==> src/hdl/ssws_pkg.sv <==
// Shared constants, types and helpers of the subarray sum window search core.
package ssws_pkg;

	localparam int DEPTH      = 64;
	localparam int VALUE_BITS = 16;
	localparam int ADDR_W     = $clog2(DEPTH);
	// Window positions run from 0 to DEPTH + 1.
	localparam int POS_W      = $clog2(DEPTH + 2);
	// A window sum never exceeds DEPTH full-scale values.
	localparam int SUM_W      = VALUE_BITS + ADDR_W;
	localparam int TGT_W      = 32;
	localparam int CMP_W      = (SUM_W > TGT_W) ? SUM_W : TGT_W;
	localparam int OUT_IDX_W  = 7;
	localparam int RUN_W      = 2 * OUT_IDX_W;
	localparam int DATA_W     = 32;
	localparam int PADDR_W    = 3;

	localparam logic [TGT_W-1:0] TARGET_RESET = 32'd1;
	localparam logic             REG_TARGET   = 1'b0;

	typedef enum logic [4:0] {
		ST_LOAD  = 5'b00001,
		ST_WRD   = 5'b00010,
		ST_WEX   = 5'b00100,
		ST_ORD   = 5'b01000,
		ST_OSHOW = 5'b10000
	} state_t;

	// Zero-extends or truncates a window position to the reported index width.
	function automatic logic [OUT_IDX_W-1:0] to_idx(input logic [POS_W-1:0] p);
		logic [POS_W+OUT_IDX_W-1:0] w;
		w = {{OUT_IDX_W{1'b0}}, p};
		return w[OUT_IDX_W-1:0];
	endfunction

endpackage

==> src/hdl/subarray_sum_window_search_core.sv <==
// Top level of the subarray sum window search core: loader, window walk and result readout.
//
// The block takes a sequence of positive values, one word per cycle while in_ready is high, and
// stores them in a 64-entry value memory; the word flagged is_last is stored too and starts
// the search. A two-pointer window then walks the stored values: it grows while its sum is
// below target_sum and shrinks from the left while the sum is above. Each move of the window
// first reads the value memory at both window ends and then updates the pointers and the
// sum, and a search of n values makes at most 2n+1 moves. Every window that sums exactly to
// target_sum is recorded in a run memory; if there is none, every window with the least
// excess over the target is recorded instead. The runs are then read out of the run memory
// in order of first index; each result word is read from the run memory and then held until
// out_ready takes it. When no window reaches the target, a single result word with found low
// is given. While results are being read out, the words of the next sequence may already be
// loaded; a final word taken in that phase is held and its search starts as soon as the last
// result is taken. Values past the 64th of a sequence are dropped. target_sum sits at byte
// address 0 of the APB-style port and must be written only while the block is idle.
module subarray_sum_window_search_core (
	input  logic                            clk,
	input  logic                            arst_n,
	input  logic                            psel,
	input  logic                            penable,
	input  logic                            pwrite,
	input  logic [ssws_pkg::PADDR_W-1:0]    paddr,
	input  logic [ssws_pkg::DATA_W-1:0]     pwdata,
	output logic [ssws_pkg::DATA_W-1:0]     prdata,
	output logic                            pready,
	input  logic                            in_valid,
	output logic                            in_ready,
	input  logic [ssws_pkg::VALUE_BITS-1:0] value,
	input  logic                            is_last,
	output logic                            out_valid,
	input  logic                            out_ready,
	output logic [ssws_pkg::OUT_IDX_W-1:0]  first_index,
	output logic [ssws_pkg::OUT_IDX_W-1:0]  last_index,
	output logic                            exact,
	output logic                            found,
	output logic                            last_result
);
	import ssws_pkg::*;

	// Configuration.
	logic [TGT_W-1:0] target_q;
	logic             cfg_wr;

	// Control.
	state_t            state_q;
	logic [POS_W-1:0]  load_cnt_q;
	logic [POS_W-1:0]  n_q;
	logic [POS_W-1:0]  left_q;
	logic [POS_W-1:0]  right_q;
	logic [SUM_W-1:0]  sum_q;
	logic [SUM_W-1:0]  best_q;
	logic              best_vld_q;
	logic              exact_q;
	logic [POS_W-1:0]  run_cnt_q;
	logic [ADDR_W-1:0] out_k_q;
	logic              pend_q;

	// Memories and their registered read data.
	logic [VALUE_BITS-1:0] val_mem [DEPTH];
	logic [VALUE_BITS-1:0] vr_q;
	logic [VALUE_BITS-1:0] vl_q;
	logic [RUN_W-1:0]      run_mem [DEPTH];
	logic [RUN_W-1:0]      run_rd_q;

	// Datapath and handshake signals.
	logic              in_fire;
	logic              out_fire;
	logic              not_full;
	logic [POS_W-1:0]  ld_cnt_nx;
	logic              start_walk;
	logic              out_last;
	logic [POS_W-1:0]  r_inc;
	logic [POS_W-1:0]  l_dec;
	logic [POS_W-1:0]  right_nx;
	logic [CMP_W-1:0]  sum_ext;
	logic [CMP_W-1:0]  tgt_ext;
	logic              grow;
	logic              over;
	logic [SUM_W-1:0]  add_v;
	logic [SUM_W-1:0]  ex;
	logic              run_hit;
	logic              run_clr;
	logic              run_we;
	logic [ADDR_W-1:0] run_wa;
	logic              walk_done;

	// The configuration port never stalls.
	assign pready = 1'b1;
	assign cfg_wr = psel && penable && pwrite && (paddr[PADDR_W-1] == REG_TARGET);
	assign prdata = (paddr[PADDR_W-1] == REG_TARGET) ? target_q : '0;

	always_ff @(posedge clk or negedge arst_n) begin
		if (!arst_n) begin
			target_q <= TARGET_RESET;
		end else if (cfg_wr) begin
			target_q <= pwdata;
		end
	end

	// Input words are taken while loading and while results are read out, unless a final
	// word is already waiting for its search.
	assign in_ready  = !pend_q && (state_q == ST_LOAD || state_q == ST_ORD ||
		state_q == ST_OSHOW);
	assign in_fire   = in_valid && in_ready;
	assign not_full  = (load_cnt_q < POS_W'(DEPTH));
	assign ld_cnt_nx = load_cnt_q + POS_W'(in_fire && not_full);

	assign out_valid = (state_q == ST_OSHOW);
	assign out_fire  = out_valid && out_ready;
	assign out_last  = (run_cnt_q == '0) || (POS_W'(out_k_q) + POS_W'(1) == run_cnt_q);

	// A search starts on a final word taken while loading, or when the last result of the
	// previous search is taken and a final word has arrived during its readout.
	assign start_walk = (in_fire && is_last && state_q == ST_LOAD) ||
		(out_fire && out_last && (pend_q || (in_fire && is_last)));

	// Window step. The read data holds the element just past the right end and the
	// element at the left end; past the last element the grow step adds zero.
	assign r_inc   = right_q + POS_W'(1);
	assign l_dec   = left_q - POS_W'(1);
	assign sum_ext = CMP_W'(sum_q);
	assign tgt_ext = CMP_W'(target_q);
	assign grow    = (left_q > right_q) || (sum_ext < tgt_ext);
	assign over    = sum_ext > tgt_ext;
	assign add_v   = (r_inc <= n_q) ? SUM_W'(vr_q) : '0;
	assign ex      = SUM_W'(sum_ext - tgt_ext);

	always_comb begin
		run_hit = 1'b0;
		run_clr = 1'b0;
		if (state_q == ST_WEX && !grow) begin
			if (over) begin
				if (!exact_q) begin
					if (!best_vld_q || ex < best_q) begin
						run_hit = 1'b1;
						run_clr = 1'b1;
					end else if (ex == best_q) begin
						run_hit = 1'b1;
					end
				end
			end else begin
				// The first exact window drops all excess runs found so far.
				run_hit = 1'b1;
				run_clr = !exact_q;
			end
		end
	end

	assign run_we    = run_hit && (run_clr || run_cnt_q < POS_W'(DEPTH));
	assign run_wa    = run_clr ? '0 : run_cnt_q[ADDR_W-1:0];
	assign right_nx  = (grow || !over) ? r_inc : right_q;
	assign walk_done = (state_q == ST_WEX) && (right_nx > n_q);

	// Value memory: written by the loader, read at both window ends during the walk. The
	// loader is stalled for the whole walk, so writes and reads never meet.
	always_ff @(posedge clk) begin
		if (in_fire && not_full) begin
			val_mem[load_cnt_q[ADDR_W-1:0]] <= value;
		end
		if (state_q == ST_WRD) begin
			vr_q <= val_mem[right_q[ADDR_W-1:0]];
			vl_q <= val_mem[l_dec[ADDR_W-1:0]];
		end
	end

	// Run memory: written during the walk, read during the readout.
	always_ff @(posedge clk) begin
		if (run_we) begin
			run_mem[run_wa] <= {to_idx(left_q), to_idx(right_q)};
		end
		if (state_q == ST_ORD) begin
			run_rd_q <= run_mem[out_k_q];
		end
	end

	always_ff @(posedge clk or negedge arst_n) begin
		if (!arst_n) begin
			state_q    <= ST_LOAD;
			load_cnt_q <= '0;
			n_q        <= '0;
			left_q     <= POS_W'(1);
			right_q    <= '0;
			sum_q      <= '0;
			best_q     <= '1;
			best_vld_q <= 1'b0;
			exact_q    <= 1'b0;
			run_cnt_q  <= '0;
			out_k_q    <= '0;
			pend_q     <= 1'b0;
		end else begin
			load_cnt_q <= start_walk ? '0 : ld_cnt_nx;

			if (start_walk) begin
				pend_q <= 1'b0;
			end else if (in_fire && is_last && state_q != ST_LOAD) begin
				pend_q <= 1'b1;
			end

			if (start_walk) begin
				// An empty window just before the first element; its first move adds it.
				state_q    <= ST_WRD;
				n_q        <= ld_cnt_nx;
				left_q     <= POS_W'(1);
				right_q    <= '0;
				sum_q      <= '0;
				best_vld_q <= 1'b0;
				exact_q    <= 1'b0;
				run_cnt_q  <= '0;
			end else begin
				unique case (state_q)
					ST_LOAD: begin
						state_q <= ST_LOAD;
					end
					ST_WRD: begin
						state_q <= ST_WEX;
					end
					ST_WEX: begin
						if (grow) begin
							sum_q <= sum_q + add_v;
						end else if (over) begin
							sum_q  <= sum_q - SUM_W'(vl_q);
							left_q <= left_q + POS_W'(1);
							if (run_clr) begin
								best_q     <= ex;
								best_vld_q <= 1'b1;
							end
						end else begin
							sum_q   <= sum_q + add_v - SUM_W'(vl_q);
							left_q  <= left_q + POS_W'(1);
							exact_q <= 1'b1;
						end
						right_q <= right_nx;
						if (run_we) begin
							run_cnt_q <= run_clr ? POS_W'(1) : run_cnt_q + POS_W'(1);
						end
						if (walk_done) begin
							state_q <= ST_ORD;
							out_k_q <= '0;
						end else begin
							state_q <= ST_WRD;
						end
					end
					ST_ORD: begin
						state_q <= ST_OSHOW;
					end
					ST_OSHOW: begin
						if (out_fire) begin
							if (out_last) begin
								state_q <= ST_LOAD;
							end else begin
								state_q <= ST_ORD;
								out_k_q <= out_k_q + ADDR_W'(1);
							end
						end
					end
					default: begin
						state_q <= ST_LOAD;
					end
				endcase
			end
		end
	end

	assign found       = (run_cnt_q != '0);
	assign first_index = found ? run_rd_q[RUN_W-1:OUT_IDX_W] : '0;
	assign last_index  = found ? run_rd_q[OUT_IDX_W-1:0] : '0;
	assign exact       = found && exact_q;
	assign last_result = out_last;

`ifndef SYNTHESIS
	// Every update step is followed by another read or by the readout.
	a_walk_alternates: assert property (@(posedge clk) disable iff (!arst_n)
		(state_q == ST_WEX) |=> (state_q == ST_WRD || state_q == ST_ORD))
		else $error("window walk left its read/update cycle");

	// The right end never passes the last element while the walk still reads.
	a_right_in_range: assert property (@(posedge clk) disable iff (!arst_n)
		(state_q == ST_WRD) |-> (right_q <= n_q))
		else $error("window right end past the sequence during a read");

	a_run_cnt_cap: assert property (@(posedge clk) disable iff (!arst_n)
		run_cnt_q <= POS_W'(DEPTH))
		else $error("run count beyond the run memory depth");

	// A new search starts clean and hands the load counter back to the next sequence.
	a_start_clean: assert property (@(posedge clk) disable iff (!arst_n)
		start_walk |=> (state_q == ST_WRD && run_cnt_q == '0 && load_cnt_q == '0 &&
			!pend_q))
		else $error("search did not start from a clean state");

	// An exact window always leaves the search in exact mode.
	a_exact_sticks: assert property (@(posedge clk) disable iff (!arst_n)
		(state_q == ST_WEX && !grow && !over) |=> exact_q)
		else $error("exact window did not set exact mode");
`endif

endmodule
==> config.mk <==
export PLATFORM = sky130hd
export DESIGN_NAME = subarray_sum_window_search_core
export DESIGN_NICKNAME = d
export VERILOG_FILES = /design/src/hdl/ssws_pkg.sv /design/src/hdl/subarray_sum_window_search_core.sv
export SDC_FILE = /design/constraint.sdc
export NUM_CORES = 2
export LEC_CHECK = 0
export BUFFER_PORTS_ARGS = -buffer_cell sky130_fd_sc_hd__buf_4
export CAP_MARGIN = 25
export CORE_MARGIN = 3
export CORE_UTILIZATION = 45
export DETAILED_ROUTE_END_ITERATION = 8
export PLACE_DENSITY = 0.69
export SYNTH_ARGS = -nofsm -noshare
export SYNTH_HDL_FRONTEND = slang
export SYNTH_SLANG_ARGS = --single-unit
export TNS_END_PERCENT = 30
==> constraint.sdc <==
create_clock -name clk -period 9 [get_ports clk]
set_input_delay 0.45 -clock clk [delete_from_list [all_inputs] [get_ports clk]]
set_output_delay 0.45 -clock clk [all_outputs]
set_load 0.01 [all_outputs]
==> metrics.md <==
| Metric | Value |
|---|---|
| Chip Height | 461 um |
| Req. time, crit path | roughly 9.7 ns |
| First-pass GRT wire length | 359000 um |
| Commonest non-fill, non-tap cell in the layout | edfxtp_1 |
| GR Overflow Total | 0 |
| # hold bufs at CTS | 34 |
| Ys flop type | edfxtp_1 |
| Root buf cell | clkbuf_16 |
| Final setup vio count | 0 |
| FMAX | 135 MHz |
| Gr usage total | 23.2% |
| Share of Yosys cell area claimed by the top area cell type | 63.2% |
| Yosys reg bits | roughly 2100 |
| Placed cell area | around 100000 um2 |
| Int Power | 0.0200 W |
| Leakage | 33.8 nW |
| Initial DRC count | slightly below 7000 |
| Final instance area | 105000 um2 |
| Routed vias/inst | 6.36 |
| P&R area growth vs syn | 12.9% |
| Final WL | 248000 um |
| CTS tree | built |
| Number of global-route vias before repair | around 51000 |
| Setup WS post-layout | 1.58 ns |
| Post-DRT Antenna Nets | 0 |
| Largest net degree at the start of global routing | 140 |
| Hold path endpoint | val_mem[1][1] |
| Share of total power in the clock network | 28.9% |
| Crit path largest cell delay | ~0.84 ns |
| Clock latency on the worst-skew pair | 0.86 ns |
| Hold slack | 0.140 ns |
| Post-CTS setup buffer count | 0 |
| Number of remaining DRC errors | 0 |
| WL/cell | between 30 and 40 um |
| Yosys Warn Count | 0 |
| Initial Utilization | 45.4% |
| Leading area contributor after synthesis | edfxtp_1 |
| CTS H-Tree Depth | 4 |
| DIE AREA | between 200000 and 250000 um2 |
| Post-route clock skew | 0.0474 ns |
| 1st-pass router iterations | 6 |
| Syn Inst Count | 5027 |
| PostCTS Resize Cnt | 0 |
| DIE WIDTH | about 460 um |
| Routed via count | 51600 |
| Pre-CTS WS | 1.67 ns |
| Top cell by count, worst path | o21ai_0 |
| Syn nets | 5194 |
| Share of cells above drive strength 1 | between 20% and 30% |
| Synth unique cells | 92 |
| Mapped Avg Cell Area | between 15 and 20 um2 |
| Crit path kind | flop to flop |
| R2r worst-path depth | 29 |
| Arrival time worst endpoint | 8.12 ns |
| CP max-delay cell | buf_4 |
| Antenna violations before repair | 22 |
| Switching Fraction | 32.8% |
| Post-synth EDFFs | between 1500 and 2000 |
| Hpwl dp | between 100000 and 150000 um |
| Routability Congestion | 0.851 |
| Worst vdd ir | around 0.39 mV |
| Setup crit start kind | flop |
| Register area share after synthesis | 66.6% |
| Final Slew Violations | 0 |
| Clock Tree Buf Depth | 3 |
| CP Max Fanout | 58 |
| Final period util | between 80 and 90% |
| Sink Count | between 2000 and 2500 |
| Combinational power share | about 32% |
| Psw | ~0.0098 W |
| Core ar. | 205000 um2 |
| Unrepaired setup endpoints after global routing | false |
| Port bufs | 107 |
| Power consumption | 0.0298 W |
| HP Class | input port to flop |
| Status | completed |
| MaxCap Viol Count | 0 |
| Post-route minimum period | roughly 7.4 ns |
| Final nets | around 5400 |
| Final setup TNS | 0 ns |
| Fin. Hold Viols | 0 |
| Rel. slew slack | 26.9% |
| Worst-margin pin slew | 1.09 ns |
| Cell row count | 166 |
| Clock buffers created by TritonCTS | 208 |
| Worst Hold Depth | 1 |
| Worst r2r dst | sum_q[18] |
| Hold Crit Start | value[1] |
| Worst r2r src | right_q[3] |
| Syn Std Cell Area | approximately 93000 um2 |
| Async set or reset register ratio after synthesis | 5.98% |
| Most frequent cells in the layout | edfxtp_1, mux4_2, buf_4 |
| Cell Pwr Density | 283 nW/um2 |
| FF-to-FF setup slack | ~1.6 ns |
| I/O pin count | 111 |
| Clock Pin Slew Worst Setup and Hold Paths | 0.06 ns |
| Ranking of synthesized cells by area | edfxtp_1, mux4_2, mux2i_1, dfrtp_1, ha_1 |
| Register share of total power | 38.8% |
| Critical path endpoint category | flop |
-- logic make-up (layout without fill, tap and decap cells) --
group	Yosys count	after routing	synth area share [%]
buf+inv	407	811	1.68
flops	2091	2091	66.6
fa+ha+maj	108	108	1.47
simple gates	689	689	3.53
compound gates	580	580	4.21
mux	1069	1069	21.7
xor+xnor	82	82	0.784
other cells	1	7	0.00402
-- power groups by stage --
stage	Combinational [W]	Sequential, W	Clock, W
2_1_floorplan	0.00603	0.0118	0
3_3_place_gp	0.00934	0.0118	0
3_5_place_dp	0.00945	0.0118	0
4_1_cts	0.00950	0.0116	0.00876
5_1_grt	0.0102	0.0116	0.00914
6_report	0.00963	0.0116	0.00862
-- registers in the layout (all words and copies together) (netlist names) --
register,cells
sum_q,22
load_cnt_q,7
run_mem,896
vr_q,16
val_mem,1024
right_q,7
vl_q,16
out_k_q,6
run_rd_q,14
exact_q,1
best_q,22
best_vld_q,1
left_q,7
state_q,5
pend_q,1
target_q,32
n_q,7
run_cnt_q,7
-- per-stage QoR --
| step | cells | utilization, % |
|---|---|---|
| 3_3_place_gp | 7698 | 47.8 |
| 4_1_cts | 8116 | 51.3 |
| 3_5_place_dp | 7699 | 47.8 |
| 5_1_grt | 8121 | 51.3 |
| 2_1_floorplan | 5027 | - |
| 6_report | 8125 | 51.3 |
-- worst max path at each step --
stage / startpoint / end / slack [ns] / cells after the start
after floorplan: right_q[1] / sum_q[18] / 1.44 / 31
after global placement: right_q[3] / sum_q[18] / 1.72 / 30
after detailed placement: right_q[3] / sum_q[18] / 1.67 / 30
after CTS: right_q[3] / sum_q[18] / 1.68 / 30
after global routing: right_q[3] / sum_q[18] / 1.03 / 29
final: right_q[3] / sum_q[18] / 1.58 / 29
-- routing by layer --
| layer | GRT usage, % | vias up | part of all wire (%) |
|---|---|---|---|
| li1 | - | 21400 | - |
| met1 | 32.3 | 27000 | 39 |
| met2 | 36.4 | 2781 | 47 |
| met3 | 5.68 | 431 | 11 |
| met4 | 6.88 | 24 | 3.0 |
| met5 | 0 | - | 0.076 |
-- synthesized netlist by cell type (all sizes together), types with 5 or more instances --
cell type     n
a31oi         6
o31ai         6
or3b          5
a211oi       12
inv          92
xnor2        51
o21a         16
a21o         37
nand4b        5
a21oi       164
and3         12
o21bai       11
nor2b        44
or3          11
nor2        258
o22ai        67
buf         100
o21ai        84
nor4          5
nand4        22
nand2b       17
nor3        101
mux2         51
nand3        43
edfxtp     1966
xor2         30
o221ai      130
ha          105
and2         24
dfrtp       100
clkbuf      212
nand2       121
mux4        758
nor3b         5
mux2i       260
dfstp        25
-- final cells by class --
| type | count | area, um2 |
|---|---|---|
| well taps | 2688 | 3360 |
| fillers | 16000 | 100000 |
| flip-flops and latches | 2091 | 62200 |
| multi-input cells | 2529 | 29900 |
| diodes | 6 | 15.0 |
| repair buffers | 333 | 2740 |
| inverters | 95 | 359 |
| clock inverters | 109 | 1320 |
| clock buffers | 274 | 5510 |
-- critical path: cells and delay by family (launching register included) --
kind / cells / cell delay, ns
AOI/OAI and AO/OA: 13 / 2.63
xor gates and xnor gates: 2 / 0.27
adders and majority gates: 4 / 1.30
buffers and inverters: 3 / 1.12
DFF: 1 / 0.76
and+or+nand+nor: 7 / 1.14
Note: power is estimated with default switching activity, not from simulation.
